[src/design/tot_pkg.sv]
package tot_pkg;

    // field and register widths
    localparam int COUNT_W  = 32;
    localparam int FREQ_W   = 28;
    localparam int TICKS_W  = 64;
    localparam int CONST_W  = 20;
    localparam int LO_W     = COUNT_W + CONST_W;
    localparam int DIVS_W   = FREQ_W + CONST_W;
    localparam int NSEC_W   = 30;
    localparam int FRAC_W   = 20;
    localparam int NSCONST_W = 10;
    localparam int CFG_IDX_W = 1;
    localparam int STEP_W   = 6;

    // time constants
    localparam logic [CONST_W-1:0]   USEC_SCALE = CONST_W'(1000000);
    localparam logic [NSCONST_W-1:0] NSEC_SCALE = NSCONST_W'(1000);

    // reset values of the configuration registers
    localparam logic [FREQ_W-1:0] FREQ_RESET = FREQ_W'(1000000);
    localparam logic              WIDE_RESET = 1'b1;

    // configuration register indexes
    localparam logic [CFG_IDX_W-1:0] REG_TICK_FREQUENCY = 1'b0;
    localparam logic [CFG_IDX_W-1:0] REG_WIDE_COUNTER   = 1'b1;

    // request codes
    localparam logic REQ_OVERFLOW = 1'b0;
    localparam logic REQ_READ     = 1'b1;

    // last step index of each division pass
    localparam logic [STEP_W-1:0] SEC_LAST_STEP  = STEP_W'(63);
    localparam logic [STEP_W-1:0] FRAC_LAST_STEP = STEP_W'(FRAC_W - 1);

    typedef enum logic [3:0] {
        ST_IDLE,
        ST_TICKS,
        ST_MUL_LO,
        ST_MUL_HI,
        ST_SUM,
        ST_DIV_SEC,
        ST_FRAC_LOAD,
        ST_DIV_FRAC,
        ST_NSEC,
        ST_DONE
    } ctrl_state_t;

    typedef struct packed {
        logic capture;
        logic tick_calc;
        logic mul_lo;
        logic mul_hi;
        logic load_sec;
        logic div_step;
        logic load_frac;
        logic nsec_calc;
        logic out_load;
    } dp_cmd_t;

endpackage

[src/design/tot_ctrl.sv]
module tot_ctrl
    import tot_pkg::*;
(
    input  logic    clk,
    input  logic    rst_n,
    input  logic    in_valid,
    output logic    in_ready,
    input  logic    req_type,
    output logic    out_valid,
    input  logic    out_ready,
    output dp_cmd_t cmd
);

    ctrl_state_t       state_reg, state_next;
    logic [STEP_W-1:0] step_reg, step_next;
    logic              out_valid_reg, out_valid_next;

    // state, step counter and output flag
    always_ff @(posedge clk or negedge rst_n)
    begin
        if (!rst_n)
        begin
            state_reg     <= ST_IDLE;
            step_reg      <= '0;
            out_valid_reg <= 1'b0;
        end
        else
        begin
            state_reg     <= state_next;
            step_reg      <= step_next;
            out_valid_reg <= out_valid_next;
        end
    end

    // next state and commands
    always_comb
    begin
        state_next     = state_reg;
        step_next      = step_reg;
        cmd            = '0;
        in_ready       = 1'b0;
        out_valid_next = out_valid_reg && !out_ready;

        case (state_reg)
            ST_IDLE:
            begin
                in_ready = 1'b1;
                if (in_valid)
                begin
                    cmd.capture = 1'b1;
                    if (req_type == REQ_READ)
                    begin
                        state_next = ST_TICKS;
                    end
                end
            end
            ST_TICKS:
            begin
                cmd.tick_calc = 1'b1;
                state_next    = ST_MUL_LO;
            end
            ST_MUL_LO:
            begin
                cmd.mul_lo = 1'b1;
                state_next = ST_MUL_HI;
            end
            ST_MUL_HI:
            begin
                cmd.mul_hi = 1'b1;
                state_next = ST_SUM;
            end
            ST_SUM:
            begin
                cmd.load_sec = 1'b1;
                step_next    = '0;
                state_next   = ST_DIV_SEC;
            end
            ST_DIV_SEC:
            begin
                cmd.div_step = 1'b1;
                step_next    = step_reg + STEP_W'(1);
                if (step_reg == SEC_LAST_STEP)
                begin
                    state_next = ST_FRAC_LOAD;
                end
            end
            ST_FRAC_LOAD:
            begin
                cmd.load_frac = 1'b1;
                step_next     = '0;
                state_next    = ST_DIV_FRAC;
            end
            ST_DIV_FRAC:
            begin
                cmd.div_step = 1'b1;
                step_next    = step_reg + STEP_W'(1);
                if (step_reg == FRAC_LAST_STEP)
                begin
                    state_next = ST_NSEC;
                end
            end
            ST_NSEC:
            begin
                cmd.nsec_calc = 1'b1;
                state_next    = ST_DONE;
            end
            ST_DONE:
            begin
                // wait for the output register to free up
                if (!out_valid_reg || out_ready)
                begin
                    cmd.out_load   = 1'b1;
                    out_valid_next = 1'b1;
                    state_next     = ST_IDLE;
                end
            end
            default:
            begin
                state_next = ST_IDLE;
            end
        endcase
    end

    assign out_valid = out_valid_reg;

endmodule

[src/design/tot_datapath.sv]
module tot_datapath
    import tot_pkg::*;
(
    input  logic                 clk,
    input  logic                 rst_n,
    input  dp_cmd_t              cmd,
    input  logic                 cfg_write_en,
    input  logic [CFG_IDX_W-1:0] cfg_index,
    input  logic [FREQ_W-1:0]    cfg_data,
    input  logic                 req_type,
    input  logic [COUNT_W-1:0]   count_first,
    input  logic                 overflow_pending,
    input  logic [COUNT_W-1:0]   count_after,
    output logic [COUNT_W-1:0]   seconds,
    output logic [NSEC_W-1:0]    nanoseconds,
    output logic                 interrupt_ack
);

    logic [FREQ_W-1:0]  freq_reg;
    logic               wide_reg;
    logic [COUNT_W-1:0] ovf_cnt_reg;

    logic [COUNT_W-1:0] ovf_use_reg, sample_reg;
    logic               ack_reg;
    logic [TICKS_W-1:0] ticks_reg;
    logic [DIVS_W-1:0]  dsec_reg;
    logic [LO_W-1:0]    lo_reg;
    logic [COUNT_W-1:0] hi_reg;
    logic [DIVS_W-1:0]  rem_reg;
    logic [TICKS_W-1:0] quot_reg;
    logic [DIVS_W-1:0]  divisor_reg;
    logic [COUNT_W-1:0] sec_reg;
    logic [NSEC_W-1:0]  nsec_reg;
    logic [COUNT_W-1:0] sec_out_reg;
    logic [NSEC_W-1:0]  nsec_out_reg;
    logic               ack_out_reg;

    logic [COUNT_W-1:0] ovf_inc;
    logic [FREQ_W-1:0]  freq_eff;
    logic [TICKS_W-1:0] ticks_next;
    logic [COUNT_W-1:0] mul_op;
    logic [LO_W-1:0]    mul_prod;
    logic [TICKS_W-1:0] scaled;
    logic [DIVS_W:0]    rem_shift;
    logic [DIVS_W:0]    div_ext;
    logic               fits;
    logic [DIVS_W:0]    rem_diff;

    // saturating increment of the overflow count
    assign ovf_inc = (ovf_cnt_reg == '1) ? ovf_cnt_reg : ovf_cnt_reg + COUNT_W'(1);

    // configuration registers and overflow count
    always_ff @(posedge clk or negedge rst_n)
    begin
        if (!rst_n)
        begin
            freq_reg    <= FREQ_RESET;
            wide_reg    <= WIDE_RESET;
            ovf_cnt_reg <= '0;
        end
        else
        begin
            if (cfg_write_en)
            begin
                case (cfg_index)
                    REG_TICK_FREQUENCY: freq_reg <= cfg_data;
                    REG_WIDE_COUNTER:   wide_reg <= cfg_data[0];
                    default:            ;
                endcase
            end
            if (cmd.capture && (req_type == REQ_OVERFLOW || overflow_pending))
            begin
                ovf_cnt_reg <= ovf_inc;
            end
        end
    end

    // a zero frequency divides as one
    assign freq_eff = (freq_reg == '0) ? FREQ_W'(1) : freq_reg;

    // extended tick count
    assign ticks_next = wide_reg ? {ovf_use_reg, sample_reg}
                                 : ({16'b0, ovf_use_reg, 16'b0} + {32'b0, sample_reg});

    // shared 32 x 20 multiplier for the two halves of ticks times one million
    assign mul_op   = cmd.mul_hi ? ticks_reg[TICKS_W-1:COUNT_W] : ticks_reg[COUNT_W-1:0];
    assign mul_prod = LO_W'(mul_op) * LO_W'(USEC_SCALE);

    // product wrapped to 64 bits
    assign scaled = {12'b0, lo_reg} + {hi_reg, 32'b0};

    // one restoring division step
    assign rem_shift = {rem_reg, quot_reg[TICKS_W-1]};
    assign div_ext   = {1'b0, divisor_reg};
    assign fits      = rem_shift >= div_ext;
    assign rem_diff  = rem_shift - div_ext;

    // arithmetic pipeline registers
    always_ff @(posedge clk)
    begin
        if (cmd.capture)
        begin
            ovf_use_reg <= overflow_pending ? ovf_inc : ovf_cnt_reg;
            sample_reg  <= overflow_pending ? count_after : count_first;
            ack_reg     <= overflow_pending;
        end
        if (cmd.tick_calc)
        begin
            ticks_reg <= ticks_next;
            dsec_reg  <= DIVS_W'(freq_eff) * DIVS_W'(USEC_SCALE);
        end
        if (cmd.mul_lo)
        begin
            lo_reg <= mul_prod;
        end
        if (cmd.mul_hi)
        begin
            hi_reg <= mul_prod[COUNT_W-1:0];
        end
        // seconds pass divides by frequency times one million
        if (cmd.load_sec)
        begin
            rem_reg     <= '0;
            quot_reg    <= scaled;
            divisor_reg <= dsec_reg;
        end
        // fraction pass divides the remainder by the frequency; quotient fits 20 bits
        else if (cmd.load_frac)
        begin
            sec_reg     <= quot_reg[COUNT_W-1:0];
            rem_reg     <= {{FRAC_W{1'b0}}, rem_reg[DIVS_W-1:FRAC_W]};
            quot_reg    <= {rem_reg[FRAC_W-1:0], {(TICKS_W-FRAC_W){1'b0}}};
            divisor_reg <= {{CONST_W{1'b0}}, freq_eff};
        end
        else if (cmd.div_step)
        begin
            rem_reg  <= fits ? rem_diff[DIVS_W-1:0] : rem_shift[DIVS_W-1:0];
            quot_reg <= {quot_reg[TICKS_W-2:0], fits};
        end
        if (cmd.nsec_calc)
        begin
            nsec_reg <= NSEC_W'(quot_reg[FRAC_W-1:0]) * NSEC_W'(NSEC_SCALE);
        end
        if (cmd.out_load)
        begin
            sec_out_reg  <= sec_reg;
            nsec_out_reg <= nsec_reg;
            ack_out_reg  <= ack_reg;
        end
    end

    assign seconds       = sec_out_reg;
    assign nanoseconds   = nsec_out_reg;
    assign interrupt_ack = ack_out_reg;

endmodule

[src/design/timer_overflow_timestamp.sv]
// Extends a free-running 16- or 32-bit counter with a saturating overflow count and
// turns it into seconds and nanoseconds. An overflow item gives no result. A read
// item (using the later sample and acknowledging when an overflow is pending) runs
// through these steps before its result is offered: states ST_TICKS, ST_MUL_LO,
// ST_MUL_HI and ST_SUM form the extended count and its product with one million,
// then a one-bit-per-cycle restoring divider runs 64 steps by frequency times one
// million for the seconds, ST_FRAC_LOAD sets up and 20 steps divide by the
// frequency for the microsecond fraction, followed by the nanosecond multiply and
// the output load. A new item is taken once the block is back in idle.
// The division loop sets the rate; one item is worked on at a time, and the next
// item is taken while a result waits in the output register. Configuration must be
// written only while the block is idle; the block itself does not enforce this.
module timer_overflow_timestamp
    import tot_pkg::*;
(
    input  logic                 clk,
    input  logic                 rst_n,
    input  logic                 cfg_write_en,
    input  logic [CFG_IDX_W-1:0] cfg_index,
    input  logic [FREQ_W-1:0]    cfg_data,
    input  logic                 in_valid,
    output logic                 in_ready,
    input  logic                 req_type,
    input  logic [COUNT_W-1:0]   count_first,
    input  logic                 overflow_pending,
    input  logic [COUNT_W-1:0]   count_after,
    output logic                 out_valid,
    input  logic                 out_ready,
    output logic [COUNT_W-1:0]   seconds,
    output logic [NSEC_W-1:0]    nanoseconds,
    output logic                 interrupt_ack
);

    dp_cmd_t cmd;

    // sequencer
    tot_ctrl u_ctrl (
        .clk       (clk),
        .rst_n     (rst_n),
        .in_valid  (in_valid),
        .in_ready  (in_ready),
        .req_type  (req_type),
        .out_valid (out_valid),
        .out_ready (out_ready),
        .cmd       (cmd)
    );

    // count, multiply and divide datapath
    tot_datapath u_datapath (
        .clk              (clk),
        .rst_n            (rst_n),
        .cmd              (cmd),
        .cfg_write_en     (cfg_write_en),
        .cfg_index        (cfg_index),
        .cfg_data         (cfg_data),
        .req_type         (req_type),
        .count_first      (count_first),
        .overflow_pending (overflow_pending),
        .count_after      (count_after),
        .seconds          (seconds),
        .nanoseconds      (nanoseconds),
        .interrupt_ack    (interrupt_ack)
    );

endmodule

[config.mk]
export PLATFORM = sky130hd
export DESIGN_NAME = timer_overflow_timestamp
export DESIGN_NICKNAME = d
export VERILOG_FILES = /design/src/design/tot_pkg.sv /design/src/design/tot_ctrl.sv /design/src/design/tot_datapath.sv /design/src/design/timer_overflow_timestamp.sv
export SDC_FILE = /design/constraint.sdc
export NUM_CORES = 2
export LEC_CHECK = 0
export BUFFER_PORTS_ARGS = -buffer_cell sky130_fd_sc_hd__buf_2
export CAP_MARGIN = 20
export CORE_MARGIN = 2
export CORE_UTILIZATION = 55
export CTS_BUF_LIST = sky130_fd_sc_hd__clkbuf_2 sky130_fd_sc_hd__clkbuf_4 sky130_fd_sc_hd__clkbuf_8
export DETAILED_ROUTE_END_ITERATION = 12
export HOLD_SLACK_MARGIN = 0.02
export PLACE_DENSITY = 0.72
export SYNTH_ARGS = -nofsm -noshare
export SYNTH_HDL_FRONTEND = slang
export SYNTH_SLANG_ARGS = --single-unit
[constraint.sdc]
create_clock -name clk -period 28.2 [get_ports clk]
set_input_delay 2.82 -clock clk [delete_from_list [all_inputs] [get_ports clk]]
set_output_delay 2.82 -clock clk [all_outputs]
set_load 0.05 [all_outputs]
==> Yosys cells after proc, flatten, opt, wreduce, memory -nomap -nowiden <==
Cells that the tools add are included.
{ "classes": {"add_sub_neg": 5, "n_mul": 3, "order_cmp": 1, "eq_ne": 17, "n_mux": 35, "bitwise_logic": 3, "n_reduce_logical": 19} }
{ "ops": {"columns": ["op", "count"], "rows": [
  ["$mux W64", 4],
  ["$mux W48", 3],
  ["$mux W32", 4],
  ["$mux W28", 3],
  ["$add A52 B64 Y64", 1],
  ["$add A48 B32 Y49", 1],
  ["$ge A49 B48 Y1", 1],
  ["$sub A48 B48 Y48", 1],
  ["$mul A32 B14 Y46 const B", 1],
  ["$mul A28 B14 Y42 const B", 1],
  ["$pmux W4 S10", 1],
  ["$add A32 B1 Y32 const B", 1],
  ["$eq A32 B32 Y1 const B", 1],
  ["$logic_not A28 Y1", 1],
  ["$mul A20 B7 Y27 const B", 1],
  ["$mux W4", 5],
  ["$eq A4 B3 Y1 const B", 4],
  ["$mux W1", 14],
  ["$pmux W6 S2", 1],
  ["$eq A4 B2 Y1 const B", 2],
  ["$eq A4 B4 Y1 const B", 2],
  ["$add A6 B1 Y6 const B", 1],
  ["$eq A6 B5 Y1 const B", 1],
  ["$eq A6 B6 Y1 const B", 1],
  ["other kinds (13)", 27]
]} }
{ "totals": {"reg_bits": 594, "input_bits": 100, "out_inout_bits": 65} }

==> Logic depth before layout (Yosys ltp) <==
{ "logic_depth": {"ltp_word": 6, "depth_mapped": 29, "depth_no_buf": 27} }

==> Modules after synthesis <==
A second synthesis with hierarchy kept.
{ "hier_totals": {"cells_unflattened": 3793, "area_unflattened_um2": 42937.4} }
{ "modules_own_cells": {"columns": ["module", "n_inst", "cells_per_inst", "area_per_inst_um2"], "rows": [
  ["tot_datapath", 1, 3715, 42233.0],
  ["tot_ctrl", 1, 78, 704.4]
]} }

==> Worst setup path before layout <==
OpenSTA, ideal clock, no wires.
{ "synth_timing": {"kind": "register to register", "from": "reg u_ctrl.state_reg[0]", "to": "reg u_datapath.dsec_reg[10] (enable)", "arrival_time_ns": 8.498, "t_required_ns": 27.477, "slack_ns": 18.979, "stages_incl_launch_ff": 4, "n_path_buf": 1, "synth_period_minus_slack_ns": 9.221, "cell_sequence": "dfrtp_1 > clkbuf_1 > nor2b_1 > nor3b_1"} }
{ "synth_via": {"elab_chain_cells": 2} }
{ "synth_lines": {"columns": ["item", "line", "text"], "rows": [
  ["from (decl)", "tot_ctrl.sv:14", "ctrl_state_t state_reg, state_next;"],
  ["from (signal assigned)", "tot_ctrl.sv:29", "state_reg <= state_next;"],
  ["$eq A4 B1 Y1", "tot_ctrl.sv:44", "case (state_reg)"],
  ["$mux W1", "tot_ctrl.sv:44", null],
  ["to (signal assigned)", "tot_datapath.sv:110", "dsec_reg <= DIVS_W'(freq_eff) * DIVS_W'(USEC_SCALE);"],
  ["to (decl)", "tot_datapath.sv:26", "logic [DIVS_W-1:0] dsec_reg;"]
]} }
No other way between the ends.
A chain may end at the register's enable or synchronous reset.

==> Worst setup path in the final report <==
{ "layout_timing": {"from": "reg u_ctrl.state_reg[1]", "to": "reg u_datapath.lo_reg[46] (data pin)"} }
{ "layout_via": {"elab_chain_cells": 4} }
{ "layout_lines": {"columns": ["item", "line", "text"], "rows": [
  ["$eq A4 B2 Y1", "tot_ctrl.sv:44", null],
  ["$mux W1", "tot_ctrl.sv:44", null],
  ["$mux W32", "tot_datapath.sv:86", "assign mul_op = cmd.mul_hi ? ticks_reg[TICKS_W-1:COUNT_W] : ticks_reg[COUNT_W-1:0];"],
  ["$mul A32 B14 Y46", "tot_datapath.sv:87", "assign mul_prod = LO_W'(mul_op) * LO_W'(USEC_SCALE);"],
  ["net u_datapath.mul_prod[46]", "tot_datapath.sv:42", "logic [LO_W-1:0] mul_prod;"],
  ["to (signal assigned)", "tot_datapath.sv:114", "lo_reg <= mul_prod;"],
  ["to (decl)", "tot_datapath.sv:27", "logic [LO_W-1:0] lo_reg;"]
]} }
The timed path passes the listed nets, and every way through them passes these cells.

==> results.yml <==
outcome:
  status: "completed"
worst_setup_path:
  cp.required_ns: 28.62
  timing.critical_path.from: "u_ctrl.state_reg[1]"
  arrival_ns: 9.10
  r2r_start: "u_ctrl.state_reg[1]"
  cp-end-kind: "register"
  worstSetupPathType: "reg2reg"
  start_kind: "register"
  path_max_fanout: 85
drt:
  wl_mm: 90.3
  drc: 0
  drtIter0Drc: 2028
  wl_per_cell_um: 17.6
  firstDrtPassIters: 7
  met1_length_mm: 42.5
  routed.top_layer: "met4"
  vias_per_cell: 5.48
  num_vias: 28202
  ant_nets: 0
  dr_wl_met2_mm: 41.1
  routed-wl-met3_mm: 4.58
sta:
  hold_violations: 0
  fmax_ghz: 0.115
  final.setup.tns_ns: 0
  rsz0062_at_grt: "false"
  final_max_slew_viol_count: 0
  clock_skew_ns: 0.0305
  worst_slew_pin_slew_ns: 1.22
  slew-limit-headroom_pct: 18.2
  whs_ns: 0.406
  setup_viol: 0
  min_period_ns: 8.69
  fin_crit_sh_pct: 30.8
clock_network:
  cts.sinks: 594
  numCtsBuffers: 99
  cts.path.max_buffers: 3
  cts_resized: 0
  cts_tree: "yes"
  htreeDepth: 3
  root_buffer: "clkbuf_8"
  cts_hold_buf: 0
  clk_pin_slew_worst_paths_ns: 0.06
  clk_latency_ns: 0.70
  post_cts_buffers: 0
global_route:
  grt_usage_pct: 22.6
  grt_pass1_wl_mm: 147
  grt_max_degree: 104
  grt_antenna_before_repair: 1
  grt-ovfl-total: 0
  grt_pass1_vias: 27695
logic_synthesis:
  seq_area_frac_synth_pct: 39.4
  ys_top_cells_by_area: "edfxtp_1 (33%), fa_1 (15%), ha_1 (13%), inv_1 (3.9%), dfrtp_1 (3.7%)"
  syn-instance-count: 3884
  syn_area_mm2: 0.0431
  postSynth.asyncResetShare_pct: 12.1
  synth.largest_area_cell: "edfxtp_1"
  synth_cell_types: 83
  avgSynthCellArea_um2: 11.1
  synth_seq_cells: 594
  ys.warnings.count: 0
  ys.flop_type: "edfxtp_1"
  yosysTopAreaCellShare_pct: 33.0
  synth-edff-count: 474
cells_and_area:
  layout_commonest_cell: "edfxtp_1"
  final_cell_mix: "edfxtp_1 (474), inv_1 (446), ha_1 (435)"
  areaGrowthSynthToFinish_pct: 9.35
  multiInputGateArea_mm2: 0.0239
  ff_latch_area_mm2: 0.0170
  n_fill_cell: 6405
  final_nets: 4871
  design_area_mm2: 0.0472
  drive_above_1_share_pct: 11.0
placement:
  gp_congestion: 0.957
  io_buffers: 161
  place_area_mm2: 0.0449
  dp_hpwl_mm: 70.7
hold_path:
  holdCritPathClass: "reg2reg"
  min_from: "u_datapath.nsec_reg[3]"
floorplanning:
  die_w_um: 284
  die-area_mm2: 0.0807
  ios: 165
  coreArea_mm2: 0.0776
  start_util_pct: 55.6
  row_count: 102
  die_y_um: 284
pwr:
  seqPwrFrac_pct: 25.9
  p_per_area_mw_per_mm2: 89.4
  p_int_uw: 2550
  clkPwrFrac_pct: 20.6
  ir_drop_uv: 154
  power_frac_comb_pct: 53.5
  p_sw_uw: 1660
  p_leak_uw: 0.0212
  switching_share_pct: 39.4
  finalPower_uw: 4220
run:
  cap_violations: 0
==> power groups by stage <==
stage	Clock [uW]	Combinational [uW]	Sequential [uW]
2_1_floorplan	0	1770	1100
3_3_place_gp	0	2190	1110
3_5_place_dp	0	2230	1110
4_1_cts	891	2250	1090
5_1_grt	928	2570	1090
6_report	869	2250	1090
==> per-layer routing <==
metal	global-route usage [%]	vias to the layer above
met4	7.00	0
met3	2.93	135
met5	0	-
met2	35.3	739
li1	-	13784
met1	33.0	13544
==> worst paths after layout <==
| path | end | slack (ns) | cells after the start |
|---|---|---|---|
| max | u_datapath.lo_reg[46] | 19.51 | 25 |
| min | u_datapath.nanoseconds[3] | 0.41 | 0 |
| max in group asynchronous | u_ctrl.state_reg[1] | 25.06 | 2 |
| min reg2reg | u_datapath.nanoseconds[3] | 0.41 | 0 |
| min in group asynchronous | u_datapath.ovf_cnt_reg[2] | 1.93 | 1 |
| max reg2reg | u_datapath.lo_reg[46] | 19.51 | 25 |
==> cell type report <==
cell class,instances,area share [%]
clock inverter,45,1.24
multi-input combinational,2697,50.7
antenna,1,0.00531
inverter,448,3.57
tap,1040,2.76
clock buffer,137,3.60
timing repair buffer,182,2.05
sequential,594,36.1
==> critical path: stages, from the launching register on <==
cell and delay (ns):
dfrtp_2 0.34, buf_4 0.62, nand2_1 0.15, nor3_2 0.15, buf_4 0.44, mux2i_1 0.87
fa_1 0.58, fa_1 0.55, inv_1 0.06, fa_1 0.56, fa_1 0.42, ha_1 0.28
inv_1 0.05, fa_1 0.49, inv_1 0.04, ha_1 0.34, a21o_1 0.22, a211oi_2 0.23
o21ai_0 0.12, a21o_1 0.17, a22o_1 0.24, o41a_1 0.36, a221o_1 0.45, a2111oi_2 0.34
nor3_1 0.11, xor2_1 0.15
==> synthesized netlist by cell type (all sizes together) (10+ instances only) <==
master / number
a211oi: 16
a21o: 84
a21oi: 173
a221oi: 16
a22oi: 10
a31oi: 19
and2: 64
and3: 27
and4: 14
buf: 33
clkbuf: 114
dfrtp: 64
dfxtp: 48
edfxtp: 474
fa: 314
ha: 435
inv: 447
mux2: 62
mux2i: 47
nand2: 282
nand2b: 57
nand3: 81
nand3b: 12
nand4: 39
nor2: 177
nor2b: 21
nor3: 47
nor4: 13
o211ai: 20
o21a: 27
o21ai: 230
o21bai: 29
or3: 12
xnor2: 149
xor2: 115
==> per-stage QoR <==
stage                     instances  setup slack, ns  util (%)
final                          5144            19.51      60.8
after global routing           5144            18.98      60.8
after CTS                      5143            19.49      60.8
after detailed placement       4961            19.51      57.8
after global placement         4961            19.62      57.8
after floorplan                3886            18.98         -
==> cells by family (layout without fill, tap and decap cells) <==
logic type | Yosys count | in the layout | synth area share (%)
DFF | 594 | 594 | 39.4
other | 1 | 4 | 0.00870
adders and majority gates | 750 | 750 | 27.2
AOI/OAI and AO/OA | 707 | 707 | 10.3
buffers and inverters | 595 | 812 | 5.27
xor gates and xnor gates | 264 | 264 | 5.36
and+or+nand+nor | 864 | 864 | 9.68
muxes | 109 | 109 | 2.71
No activity file was read; power rests on OpenSTA's default activity.
